--- src/rrss_pkg.sv ---
`timescale 1ns / 1ps
// ----------------------------------------------------------------------------
// rrss_pkg
// shared constants, codes and types of the round-robin slice scheduler
// ----------------------------------------------------------------------------
package rrss_pkg;

  localparam int TABLE_DEPTH = 16;
  localparam int SLOT_W      = $clog2(TABLE_DEPTH);
  localparam int CNT_W       = $clog2(TABLE_DEPTH + 1);

  localparam int OP_W    = 2;
  localparam int ID_W    = 22;
  localparam int SLICE_W = 10;
  localparam int CODE_W  = 5;
  localparam int KIND_W  = 3;

  localparam int IN_FIELDS_W  = ID_W + SLICE_W + CODE_W;
  localparam int IN_DATA_W    = ((IN_FIELDS_W + 7) / 8) * 8;
  localparam int OUT_FIELDS_W = ID_W + CODE_W;
  localparam int OUT_DATA_W   = ((OUT_FIELDS_W + 7) / 8) * 8;
  localparam int OUT_PAD_W    = OUT_DATA_W - OUT_FIELDS_W;

  typedef enum logic [OP_W-1:0] {
    OP_REGISTER = 2'd0,
    OP_REMOVE   = 2'd1,
    OP_TICK     = 2'd2
  } op_e;

  typedef enum logic [KIND_W-1:0] {
    EV_ADDED    = 3'd0,
    EV_DUP      = 3'd1,
    EV_FULL     = 3'd2,
    EV_REMOVED  = 3'd3,
    EV_NOTFOUND = 3'd4,
    EV_IDLE     = 3'd5,
    EV_START    = 3'd6,
    EV_STOP     = 3'd7
  } event_e;

  typedef struct packed {
    logic [ID_W-1:0]    ident;
    logic [SLICE_W-1:0] slice;
    logic [CODE_W-1:0]  code;
  } entry_t;

  typedef struct packed {
    event_e            kind;
    logic [ID_W-1:0]   ident;
    logic [CODE_W-1:0] sig;
    logic              last;
  } result_t;

  typedef struct packed {
    logic              we;
    logic [SLOT_W-1:0] waddr;
    entry_t            wdata;
    logic              re;
    logic [SLOT_W-1:0] raddr;
  } tbl_req_t;

endpackage

--- src/rrss_table.sv ---
`timescale 1ns / 1ps
// ----------------------------------------------------------------------------
// rrss_table
// client table memory: one write port, one read port, registered read data
// ----------------------------------------------------------------------------
module rrss_table (
  input  logic              clk_i,
  input  rrss_pkg::tbl_req_t req_i,
  output rrss_pkg::entry_t   rdata_o
);
  import rrss_pkg::*;

  entry_t mem [TABLE_DEPTH];
  entry_t rdata_q;

  always_ff @(posedge clk_i) begin
    if (req_i.we) begin
      mem[req_i.waddr] <= req_i.wdata;
    end
    if (req_i.re) begin
      rdata_q <= mem[req_i.raddr];
    end
  end

  assign rdata_o = rdata_q;

endmodule

--- src/rrss_ctrl.sv ---
`timescale 1ns / 1ps
// ----------------------------------------------------------------------------
// rrss_ctrl
// sequencer: scans the table one slot per cycle, updates valid flags,
// fill count and the active slice, and produces the result beats
// ----------------------------------------------------------------------------
module rrss_ctrl (
  input  logic              clk_i,
  input  logic              rst_ni,
  input  logic              in_valid_i,
  output logic              in_ready_o,
  input  logic [rrss_pkg::OP_W-1:0] in_op_i,
  input  rrss_pkg::entry_t   in_entry_i,
  output rrss_pkg::tbl_req_t tbl_req_o,
  input  rrss_pkg::entry_t   tbl_rdata_i,
  output logic              res_valid_o,
  input  logic              res_ready_i,
  output rrss_pkg::result_t  res_o
);
  import rrss_pkg::*;

  typedef enum logic [3:0] {
    ST_IDLE = 4'b0001,
    ST_STOP = 4'b0010,
    ST_SCAN = 4'b0100,
    ST_RESP = 4'b1000
  } state_e;

  function automatic logic [SLOT_W-1:0] wrap_inc(input logic [SLOT_W-1:0] s,
                                                 input logic [CNT_W-1:0]  n);
    logic [CNT_W-1:0] nx;
    nx = CNT_W'(s) + CNT_W'(1);
    return (nx < n) ? nx[SLOT_W-1:0] : '0;
  endfunction

  state_e                 state_q, state_d;
  op_e                    op_q, op_d;
  entry_t                 item_q, item_d;
  logic [TABLE_DEPTH-1:0] valid_q, valid_d;
  logic [CNT_W-1:0]       used_q, used_d;
  logic [SLOT_W-1:0]      next_slot_q, next_slot_d;
  logic                   running_q, running_d;
  logic [SLICE_W-1:0]     remain_q, remain_d;
  logic [ID_W-1:0]        act_id_q, act_id_d;
  logic [CODE_W-1:0]      act_code_q, act_code_d;
  logic [SLOT_W-1:0]      iss_slot_q, iss_slot_d;
  logic [CNT_W-1:0]       iss_left_q, iss_left_d;
  logic                   chk_vld_q, chk_vld_d;
  logic [SLOT_W-1:0]      chk_slot_q, chk_slot_d;
  result_t                res_q, res_d;

  logic              accept;
  logic              scan_init;
  logic [SLOT_W-1:0] start_slot;
  logic [SLOT_W-1:0] init_slot;
  logic              hit;
  logic              scan_done;

  assign accept     = in_valid_i && (state_q == ST_IDLE);
  assign start_slot = (CNT_W'(next_slot_q) < used_q) ? next_slot_q : '0;
  assign init_slot  = (state_q == ST_STOP || op_e'(in_op_i) == OP_TICK) ? start_slot : '0;
  assign hit        = chk_vld_q && valid_q[chk_slot_q] &&
                      (op_q == OP_TICK || tbl_rdata_i.ident == item_q.ident);
  assign scan_done  = hit || (iss_left_q == '0);

  always_comb begin
    state_d     = state_q;
    op_d        = op_q;
    item_d      = item_q;
    valid_d     = valid_q;
    used_d      = used_q;
    next_slot_d = next_slot_q;
    running_d   = running_q;
    remain_d    = remain_q;
    act_id_d    = act_id_q;
    act_code_d  = act_code_q;
    iss_slot_d  = iss_slot_q;
    iss_left_d  = iss_left_q;
    chk_vld_d   = 1'b0;
    chk_slot_d  = chk_slot_q;
    res_d       = res_q;
    tbl_req_o   = '0;
    in_ready_o  = (state_q == ST_IDLE);
    res_valid_o = 1'b0;
    scan_init   = 1'b0;

    case (state_q)
      ST_IDLE: begin
        if (accept) begin
          op_d   = op_e'(in_op_i);
          item_d = in_entry_i;
          case (op_e'(in_op_i))
            OP_REGISTER, OP_REMOVE: begin
              scan_init = 1'b1;
            end
            OP_TICK: begin
              if (!running_q) begin
                scan_init = 1'b1;
              end else if (remain_q > SLICE_W'(1)) begin
                remain_d = remain_q - SLICE_W'(1);
              end else begin
                // slice over: stop beat first, then look for the next client
                remain_d  = '0;
                running_d = 1'b0;
                res_d     = '{kind: EV_STOP, ident: act_id_q, sig: act_code_q, last: 1'b0};
                state_d   = ST_STOP;
              end
            end
            default: ;
          endcase
        end
      end
      ST_STOP: begin
        res_valid_o = 1'b1;
        if (res_ready_i) begin
          scan_init = 1'b1;
        end
      end
      ST_SCAN: begin
        // issue side: one table read per cycle
        if (iss_left_q != '0) begin
          tbl_req_o.re    = 1'b1;
          tbl_req_o.raddr = iss_slot_q;
          chk_vld_d       = 1'b1;
          chk_slot_d      = iss_slot_q;
          iss_slot_d      = wrap_inc(iss_slot_q, used_q);
          iss_left_d      = iss_left_q - CNT_W'(1);
        end
        // check side: data of the slot read last cycle
        if (scan_done) begin
          state_d = ST_RESP;
          res_d   = '{kind: EV_IDLE, ident: '0, sig: '0, last: 1'b1};
          case (op_q)
            OP_REGISTER: begin
              res_d.ident = item_q.ident;
              if (hit) begin
                res_d.kind = EV_DUP;
              end else if (used_q >= CNT_W'(TABLE_DEPTH)) begin
                res_d.kind = EV_FULL;
              end else begin
                tbl_req_o.we    = 1'b1;
                tbl_req_o.waddr = used_q[SLOT_W-1:0];
                tbl_req_o.wdata = item_q;
                valid_d[used_q[SLOT_W-1:0]] = 1'b1;
                used_d     = used_q + CNT_W'(1);
                res_d.kind = EV_ADDED;
              end
            end
            OP_REMOVE: begin
              res_d.ident = item_q.ident;
              if (hit) begin
                valid_d[chk_slot_q] = 1'b0;
                res_d.kind = EV_REMOVED;
              end else begin
                res_d.kind = EV_NOTFOUND;
              end
            end
            OP_TICK: begin
              if (hit) begin
                act_id_d    = tbl_rdata_i.ident;
                act_code_d  = tbl_rdata_i.code;
                remain_d    = (tbl_rdata_i.slice == '0) ? SLICE_W'(1) : tbl_rdata_i.slice;
                running_d   = 1'b1;
                next_slot_d = wrap_inc(chk_slot_q, used_q);
                res_d       = '{kind: EV_START, ident: tbl_rdata_i.ident,
                                sig: tbl_rdata_i.code, last: 1'b1};
              end
            end
            default: begin
              state_d = ST_IDLE;
            end
          endcase
        end
      end
      ST_RESP: begin
        res_valid_o = 1'b1;
        if (res_ready_i) begin
          state_d = ST_IDLE;
        end
      end
      default: begin
        state_d = ST_IDLE;
      end
    endcase

    if (scan_init) begin
      iss_slot_d = init_slot;
      iss_left_d = used_q;
      chk_vld_d  = 1'b0;
      state_d    = ST_SCAN;
    end
  end

  always_ff @(posedge clk_i or negedge rst_ni) begin
    if (!rst_ni) begin
      state_q     <= ST_IDLE;
      valid_q     <= '0;
      used_q      <= '0;
      next_slot_q <= '0;
      running_q   <= 1'b0;
      remain_q    <= '0;
      act_id_q    <= '0;
      act_code_q  <= '0;
      iss_left_q  <= '0;
      chk_vld_q   <= 1'b0;
    end else begin
      state_q     <= state_d;
      valid_q     <= valid_d;
      used_q      <= used_d;
      next_slot_q <= next_slot_d;
      running_q   <= running_d;
      remain_q    <= remain_d;
      act_id_q    <= act_id_d;
      act_code_q  <= act_code_d;
      iss_left_q  <= iss_left_d;
      chk_vld_q   <= chk_vld_d;
    end
  end

  always_ff @(posedge clk_i) begin
    op_q       <= op_d;
    item_q     <= item_d;
    iss_slot_q <= iss_slot_d;
    chk_slot_q <= chk_slot_d;
    res_q      <= res_d;
  end

  assign res_o = res_q;

endmodule

--- src/rrss_obuf.sv ---
`timescale 1ns / 1ps
// ----------------------------------------------------------------------------
// rrss_obuf
// output register: holds one result beat so the sequencer can move on
// ----------------------------------------------------------------------------
module rrss_obuf (
  input  logic             clk_i,
  input  logic             rst_ni,
  input  logic             in_valid_i,
  output logic             in_ready_o,
  input  rrss_pkg::result_t in_res_i,
  output logic             out_valid_o,
  input  logic             out_ready_i,
  output rrss_pkg::result_t out_res_o
);
  import rrss_pkg::*;

  logic    full_q;
  result_t data_q;

  assign in_ready_o  = !full_q || out_ready_i;
  assign out_valid_o = full_q;
  assign out_res_o   = data_q;

  always_ff @(posedge clk_i or negedge rst_ni) begin
    if (!rst_ni) begin
      full_q <= 1'b0;
    end else if (in_valid_i && in_ready_o) begin
      full_q <= 1'b1;
    end else if (out_ready_i) begin
      full_q <= 1'b0;
    end
  end

  always_ff @(posedge clk_i) begin
    if (in_valid_i && in_ready_o) begin
      data_q <= in_res_i;
    end
  end

endmodule

--- src/round_robin_slice_scheduler.sv ---
`timescale 1ns / 1ps
// ----------------------------------------------------------------------------
// round_robin_slice_scheduler
// client table with round-robin time-slice rotation driven by tick beats
// ----------------------------------------------------------------------------
// channel  dir  handshake                  payload
// s_axis   in   s_axis_tvalid/tready       tuser: operation; tdata: id, slice, code
// m_axis   out  m_axis_tvalid/tready       tuser: event kind; tdata: id, signal;
//                                          tlast: final beat of one input beat
//
// one input beat at a time; a scan walks the used slots of the table memory
// at one slot per cycle through its single read port; register, remove,
// ticks with no running slice and slice-ending ticks scan (the last after
// one stop beat); a mid-slice tick only counts down the slice, with no scan.
// reset clears control, valid flags and fill count; table contents are not
// cleared and need no clearing pass.
// a full output register with m_axis_tready low holds the sequencer in its
// response state; the next input beat is taken while a result still waits.
// ----------------------------------------------------------------------------
module round_robin_slice_scheduler (
  input  logic                           clk_i,
  input  logic                           rst_ni,
  // input beats
  input  logic                           s_axis_tvalid,
  output logic                           s_axis_tready,
  input  logic [rrss_pkg::IN_DATA_W-1:0]  s_axis_tdata,  // client_id, slice_ms, signal_code
  input  logic [rrss_pkg::OP_W-1:0]       s_axis_tuser,  // operation
  // result beats
  output logic                           m_axis_tvalid,
  input  logic                           m_axis_tready,
  output logic [rrss_pkg::OUT_DATA_W-1:0] m_axis_tdata,  // target_id, target_signal
  output logic [rrss_pkg::KIND_W-1:0]     m_axis_tuser,  // event_kind
  output logic                           m_axis_tlast   // last
);
  import rrss_pkg::*;

  entry_t   in_entry;
  tbl_req_t tbl_req;
  entry_t   tbl_rdata;
  logic     res_valid;
  logic     res_ready;
  result_t  res;
  result_t  out_res;

  // unpack input fields, lowest bits first
  assign in_entry.ident = s_axis_tdata[ID_W-1:0];
  assign in_entry.slice = s_axis_tdata[ID_W +: SLICE_W];
  assign in_entry.code  = s_axis_tdata[ID_W+SLICE_W +: CODE_W];

  // table memory: id, slice and code of every slot
  rrss_table u_table (
    .clk_i   (clk_i),
    .req_i   (tbl_req),
    .rdata_o (tbl_rdata)
  );

  // sequencer: scan, read-modify-write of flags and counters, result beats
  rrss_ctrl u_ctrl (
    .clk_i       (clk_i),
    .rst_ni      (rst_ni),
    .in_valid_i  (s_axis_tvalid),
    .in_ready_o  (s_axis_tready),
    .in_op_i     (s_axis_tuser),
    .in_entry_i  (in_entry),
    .tbl_req_o   (tbl_req),
    .tbl_rdata_i (tbl_rdata),
    .res_valid_o (res_valid),
    .res_ready_i (res_ready),
    .res_o       (res)
  );

  // output register decoupling the sequencer from downstream stalls
  rrss_obuf u_obuf (
    .clk_i       (clk_i),
    .rst_ni      (rst_ni),
    .in_valid_i  (res_valid),
    .in_ready_o  (res_ready),
    .in_res_i    (res),
    .out_valid_o (m_axis_tvalid),
    .out_ready_i (m_axis_tready),
    .out_res_o   (out_res)
  );

  // pack result fields, lowest bits first, zero fill to whole bytes
  assign m_axis_tdata = {{OUT_PAD_W{1'b0}}, out_res.sig, out_res.ident};
  assign m_axis_tuser = out_res.kind;
  assign m_axis_tlast = out_res.last;

endmodule

--- config.mk ---
export PLATFORM = sky130hd
export DESIGN_NAME = round_robin_slice_scheduler
export DESIGN_NICKNAME = d
export VERILOG_FILES = /design/src/rrss_pkg.sv /design/src/rrss_table.sv /design/src/rrss_ctrl.sv /design/src/rrss_obuf.sv /design/src/round_robin_slice_scheduler.sv
export SDC_FILE = /design/constraint.sdc
export NUM_CORES = 1
export LEC_CHECK = 0
export BUFFER_PORTS_ARGS = -buffer_cell sky130_fd_sc_hd__buf_2
export CAP_MARGIN = 30
export CELL_PAD_IN_SITES_DETAIL_PLACEMENT = 1
export CELL_PAD_IN_SITES_GLOBAL_PLACEMENT = 1
export CORE_MARGIN = 3
export CORE_UTILIZATION = 35
export DETAILED_ROUTE_END_ITERATION = 16
export MAX_ROUTING_LAYER = met4
export PLACE_DENSITY = 0.55
export SETUP_SLACK_MARGIN = 0.05
export SYNTH_ARGS = -nofsm -noshare
export SYNTH_HDL_FRONTEND = slang
export SYNTH_SLANG_ARGS = --single-unit
--- constraint.sdc ---
create_clock -name clk_i -period 5.53 [get_ports clk_i]
set_clock_uncertainty 0.15 [all_clocks]
set_input_delay 0.2765 -clock clk_i [delete_from_list [all_inputs] [get_ports clk_i]]
set_output_delay 0.2765 -clock clk_i [all_outputs]
set_load 0.05 [all_outputs]
== Word level (Yosys, flattened, before mapping) ==
Memory sizes are Yosys's and may differ from the RTL's. A register that Yosys moved wholly into a read port is not among the register bits.
Index checks and enable logic that the tools add are counted.

* ROM bits: 0
* Logic and storage cells: 182
* Bits in latches: 0
* Memories: 1
* Register bits: 183
* Bits in writable memories: 592

{| class="wikitable"
|+ Memory list
! name !! words !! width !! rd ports !! clocked after memory_dff !! wr ports !! RTL line !! source
|-
| u_table.mem || 16 || 37 || 1 || 1 || 1 || rrss_table.sv:13 || <nowiki>entry_t mem [TABLE_DEPTH];</nowiki>
|}

* Multipliers: 0
* $lt $le $gt $ge: 9
* $add $sub $neg: 5
* Bitwise operators: 5
* Mux-type cells: 77
* Equality and inequality tests: 26
* Shift operators: 0
* Reduce and logical (&&, ||, !) cells: 34
* Divide/modulo/power cells: 0

{| class="wikitable"
|+ Operators by type and width
! kind !! count
|-
| 42-bit 2-to-1 mux || 4
|-
| 31-bit 2-to-1 mux || 5
|-
| 10-bit 2-to-1 mux || 8
|-
| 25-bit case mux with 3 select lines || 1
|-
| 31-bit case mux with 2 select lines || 1
|-
| 4-bit 2-to-1 mux || 15
|-
| 16-bit 2-to-1 mux || 3
|-
| 47-bit 2-to-1 mux || 1
|-
| 16-bit case mux with 2 select lines || 1
|-
| 30-bit 2-to-1 mux || 1
|-
| 22-bit == test || 1
|-
| 1-bit 2-to-1 mux || 21
|-
| 5-bit 2-to-1 mux || 4
|-
| 10-bit case mux with 2 select lines || 1
|-
| 6-bit AND reduction || 3
|-
| 16-bit bitwise AND || 1
|-
| 2-bit by 1-bit inequality test with 1-bit output, second input constant || 8
|-
| 16-bit NOT || 1
|-
| 16-bit OR || 1
|-
| 4-bit case mux with 4 select lines || 1
|-
| 3-bit by 1-bit inequality test with 1-bit output, second input constant || 5
|-
| 7-bit AND reduction || 2
|-
| 4-bit by 1-bit adder with 5-bit output, second input constant || 2
|-
| 10-bit by 1-bit > comparator with 1-bit output, second input constant || 1
|-
| 36 further kinds || 64
|}

== Logic depth before layout (Yosys ltp) ==
* Depth in word-level cells: 10
* Mapped depth: 12
* Depth with buffers taken out: 9

== Cells and area by module ==
A second synthesis with hierarchy kept.

* Cell total of the unflattened synthesis: 1,682
* Area total of the unflattened synthesis: 31,905.6 µm²

{| class="wikitable"
|+ By module, submodules not included
! module !! sequential area each (µm²) !! area each (µm²) !! instances !! cells each
|-
| rrss_table || 18,888.1 || 23,312.4 || 1 || 963
|-
| rrss_ctrl || 4,170.2 || 7,567.3 || 1 || 678
|-
| rrss_obuf || 955.9 || 984.7 || 1 || 35
|-
| round_robin_slice_scheduler || 0.0 || 41.3 || 1 || 6
|}

== Worst setup path after synthesis ==
OpenSTA, ideal clock, no wires.

* Kind: register to register
* From: register u_ctrl.state_q[0]
* To: register u_ctrl.res_q, in the netlist u_ctrl.res_o[0] (enable)
* Arrival: 6,687 ps
* Period minus slack after synthesis: 7,307 ps
* Stages on the path, launching flop included: 6
* Data required time: 4,909 ps
* Path buffers: 1
* Setup slack: -1,777 ps
* Path through: dfstp_2 > nor4b_1 > and2_0 > clkbuf_1 > nand3_1 > a221oi_1

* Cells in the longest elaborated chain, start to end: 4

{| class="wikitable"
|+ RTL lines
! element !! RTL line !! source
|-
| start, declared || rrss_ctrl.sv:36 || <nowiki>state_e state_q, state_d;</nowiki>
|-
| start signal, assigned || rrss_ctrl.sv:207 || <nowiki>state_q <= state_d;</nowiki>
|-
| 4-bit by 1-bit == test with 1-bit output * || n/a ||
|-
| via s_axis_tready || round_robin_slice_scheduler.sv:25 || <nowiki>output logic s_axis_tready,</nowiki>
|-
| 1-bit logical AND || rrss_ctrl.sv:59 || <nowiki>assign accept = in_valid_i && (state_q == ST_IDLE);</nowiki>
|-
| 2-bit by 1-bit inequality test with 1-bit output (no line) || n/a ||
|-
| 6-bit AND reduction (no line) * || n/a ||
|-
| end signal, assigned || rrss_ctrl.sv:225 || <nowiki>res_q <= res_d;</nowiki>
|-
| end, declared || rrss_ctrl.sv:50 || <nowiki>result_t res_q, res_d;</nowiki>
|}

The timed path passes the listed nets; every way through them passes the cells marked *.
A chain may end at the register's enable or synchronous reset.

== Worst setup path in the final report ==
* From: register u_ctrl.state_q[1]
* To: memory u_table.mem[11][24] (netlist name) (enable)

* Cells in the longest elaborated chain, start to end: 4

{| class="wikitable"
|+ RTL lines
! element !! RTL line !! source
|-
| 4-bit by 3-bit == test with 1-bit output * || rrss_ctrl.sv:87 || <nowiki>case (state_q)</nowiki>
|-
| 47-bit 2-to-1 mux * || rrss_ctrl.sv:87 ||
|-
| 1-bit 2-to-1 mux || rrss_table.sv:17 || <nowiki>if (req_i.we) begin</nowiki>
|-
| 1-bit 2-to-1 mux (implied by the code) || rrss_table.sv:18 || <nowiki>mem[req_i.waddr] <= req_i.wdata;</nowiki>
|-
| end, declared || rrss_table.sv:13 ||
|}

Every way passes the cells marked *; elsewhere a longest branch is shown, timed or not.

==> results.sh <==
export IMPL_cp_arrival_ns=4.36
export IMPL_post_cts_buffers=0
export IMPL_grt_start_max_net_pins=63
export IMPL_fillers=9111
export IMPL_multi_input_area_um2=8070
export IMPL_grtUsageTotal=0.181
export IMPL_setup_tns_ns=0
export IMPL_die_y_um=311
export IMPL_area_delta_synth_final_pct=16.3
export IMPL_cts_made_buffers=87
export IMPL_finalNetCount=2209
export IMPL_hold_path_class="input port to asynchronous set/reset pin"
export IMPL_max_freq_ghz=0.234
export IMPL_grt_first_pass_wirelength_um=128000
export IMPL_syn_area_per_cell_um2=16.2
export IMPL_antenna_found_initial=5
export IMPL_rsz0062_at_grt="false"
export IMPL_yosys_most_used_dff="edfxtp_1"
export IMPL_crit_fanout=37
export IMPL_path_class="flip-flop to flip-flop"
export IMPL_endpoint_kind="flip-flop"
export IMPL_critPathRequiredTime_ns=5.63
export IMPL_drcViolationCount=0
export IMPL_root_buffer="clkbuf_16"
export IMPL_cp_start_kind="flip-flop"
export IMPL_seq_area_um2=24000
export IMPL_coreArea_um2=91900
export IMPL_drv_cap=0
export IMPL_via_per_inst=5.31
export IMPL_clock_sinks=812
export IMPL_boundaryPins=84
export IMPL_yosysSeqAreaShare=0.738
export IMPL_cts_buffer_depth=3
export IMPL_worst_pin_slew_ns=0.980
export IMPL_final_common_cell="edfxtp_1"
export IMPL_clock_latency_ns=0.64
export IMPL_hpwl_um=48500
export IMPL_n_antenna_cell=0
export IMPL_wl_per_cell_um=24.8
export IMPL_synthCells=2007
export IMPL_die_w_um=311
export IMPL_grt_pass1_vias=19500
export IMPL_drt_iter0_drc=1364
export IMPL_synth_edf_count=738
export IMPL_status="complete, no violations"
export IMPL_maxSlewHeadroom=0.347
export IMPL_slew_violations=0
export IMPL_path_clk_slew_ns=0.06
export IMPL_period_share=0.772
export IMPL_cts_tree="done"
export IMPL_cts_resized=0
export IMPL_port_buffers=75
export IMPL_yosys_warnings=0
export IMPL_vdd_ir_drop_max_uv=267
export IMPL_gr_total_overflow=0
export IMPL_dieArea_um2=96600
export IMPL_ys_ff_latch=812
export IMPL_setup_slack_ns=1.26
export IMPL_place_ws_ns=1.26
export IMPL_async_flop_share=0.0911
export IMPL_hold_viol_final=0
export IMPL_synth_area_um2=32500
export IMPL_cts_max_level=3
export IMPL_synth_cell_type_count=69
export IMPL_mostFrequentLayoutCells="edfxtp_1 (738), nand2_1 (234), nand3_1 (188)"
export IMPL_setup_violations_final=0
export IMPL_place_congestion=0.770
export IMPL_cts_hold_buf=42
export IMPL_ant_nets=0
export IMPL_p_leak_uw=0.0139
export IMPL_vias=18300
export IMPL_row_count=111
export IMPL_fin_crit_ns=4.27
export IMPL_r2r_cells=8
export IMPL_dr_pass1_iters=5
export IMPL_totalWireLength_um=85400
export IMPL_layout_drive_gt1_share=0.196
export IMPL_start_util=0.354
export IMPL_power_density_nw_per_um2=364
==> cell families after synthesis <==
logic type / Yosys count / synth area share
xor+xnor: 34 / 0.00915
mux: 184 / 0.0876
buf+inv: 150 / 0.0208
flops: 812 / 0.738
compound gates: 210 / 0.0440
other cells: 1 / 0.000115
simple gates: 593 / 0.0913
fa+ha+maj: 23 / 0.00885
==> worst paths after layout <==
check                      slack [ns]               from                   end
max in group asynchronous        4.04             rst_ni      u_ctrl.used_q[0]
hold / removal                   0.04             rst_ni    u_ctrl.valid_q[10]
min in group clk_i               0.20    s_axis_tdata[5]     u_ctrl.item_q[20]
hold reg to reg                  0.27   u_ctrl.res_o[19]  u_obuf.out_res_o[19]
setup reg to reg                 1.26  u_ctrl.state_q[1]   u_table.mem[11][24]
setup / recovery                 1.26  u_ctrl.state_q[1]   u_table.mem[11][24]
==> metal layers <==
metal  vias to the layer above  GRT usage  wire, µm
met4                         0     0.0477      1690
li1                       8065          -         -
met3                       107     0.0236      3710
met1                      9747      0.235     37500
met2                       406      0.300     42600
met5                         -          -         0
==> power breakdown <==
group,total [µW],switching [µW],internal [µW]
Clock,5730,2400,3330
Sequential,7010,177,6830
Combinational,1040,652,392
Total,13800,3230,10500
==> synth_stat cells (22+ instances only) <==
library cell  instances  area share
edfxtp_1            738        0.68
nand2_1             234       0.027
nand3_1             189       0.029
mux4_2               74       0.051
dfrtp_1              73       0.056
o21ai_0              70       0.011
mux2_2               65       0.022
clkbuf_1             63      0.0073
buf_2                48      0.0074
mux2i_1              45       0.014
and3_1               44      0.0085
a22oi_1              38      0.0088
nor2_1               27      0.0031
xor2_1               27      0.0073
a221o_1              23      0.0071
ha_1                 23      0.0088
nor3b_1              22      0.0051
==> per-stage QoR <==
step	area, µm²	cells	util	total power (µW)	hold WS, ns
final	37800	3452	0.411	13800	0.0425
after detailed placement	34600	3252	0.376	8160	0.0185
after global routing	37800	3452	0.411	14300	0.0665
after CTS	37800	3452	0.411	14000	0.0457
after floorplan	32600	2011	-	7760	-0.169
after global placement	34400	3246	0.375	8110	0.251
==> flip-flops by register name, indices dropped and copies added (netlist names), 2 cells and up <==
signal / count
u_ctrl.act_code_q: 5
u_ctrl.act_id_q: 22
u_ctrl.chk_slot_q: 4
u_ctrl.iss_left_q: 5
u_ctrl.iss_slot_q: 4
u_ctrl.item_q: 37
u_ctrl.next_slot_q: 4
u_ctrl.op_q: 2
u_ctrl.remain_q: 10
u_ctrl.res_o: 31
u_ctrl.state_q: 4
u_ctrl.used_q: 5
u_ctrl.valid_q: 16
u_obuf.out_res_o: 31
u_table.mem: 592
u_table.rdata_o: 37
==> cell type report <==
cell class | instances | share of cell area
clock buffers | 108 | 0.0616
well taps | 1243 | 0.0411
flip-flops and latches | 812 | 0.635
repair buffers | 167 | 0.0342
multi-input cells | 1049 | 0.213
clock inverters | 50 | 0.0127
inverters | 23 | 0.00235
==> worst max-delay path, stage by stage (launching register included) <==
cell	delay [ns]
dfrtp_1	0.42
or4b_2	0.72
clkinv_2	0.09
nand2b_2	0.24
nor4_4	0.31
buf_4	0.27
nand3_2	0.52
a311oi_4	0.46
buf_4	0.66
Note: power is estimated with default switching activity, not from simulation.
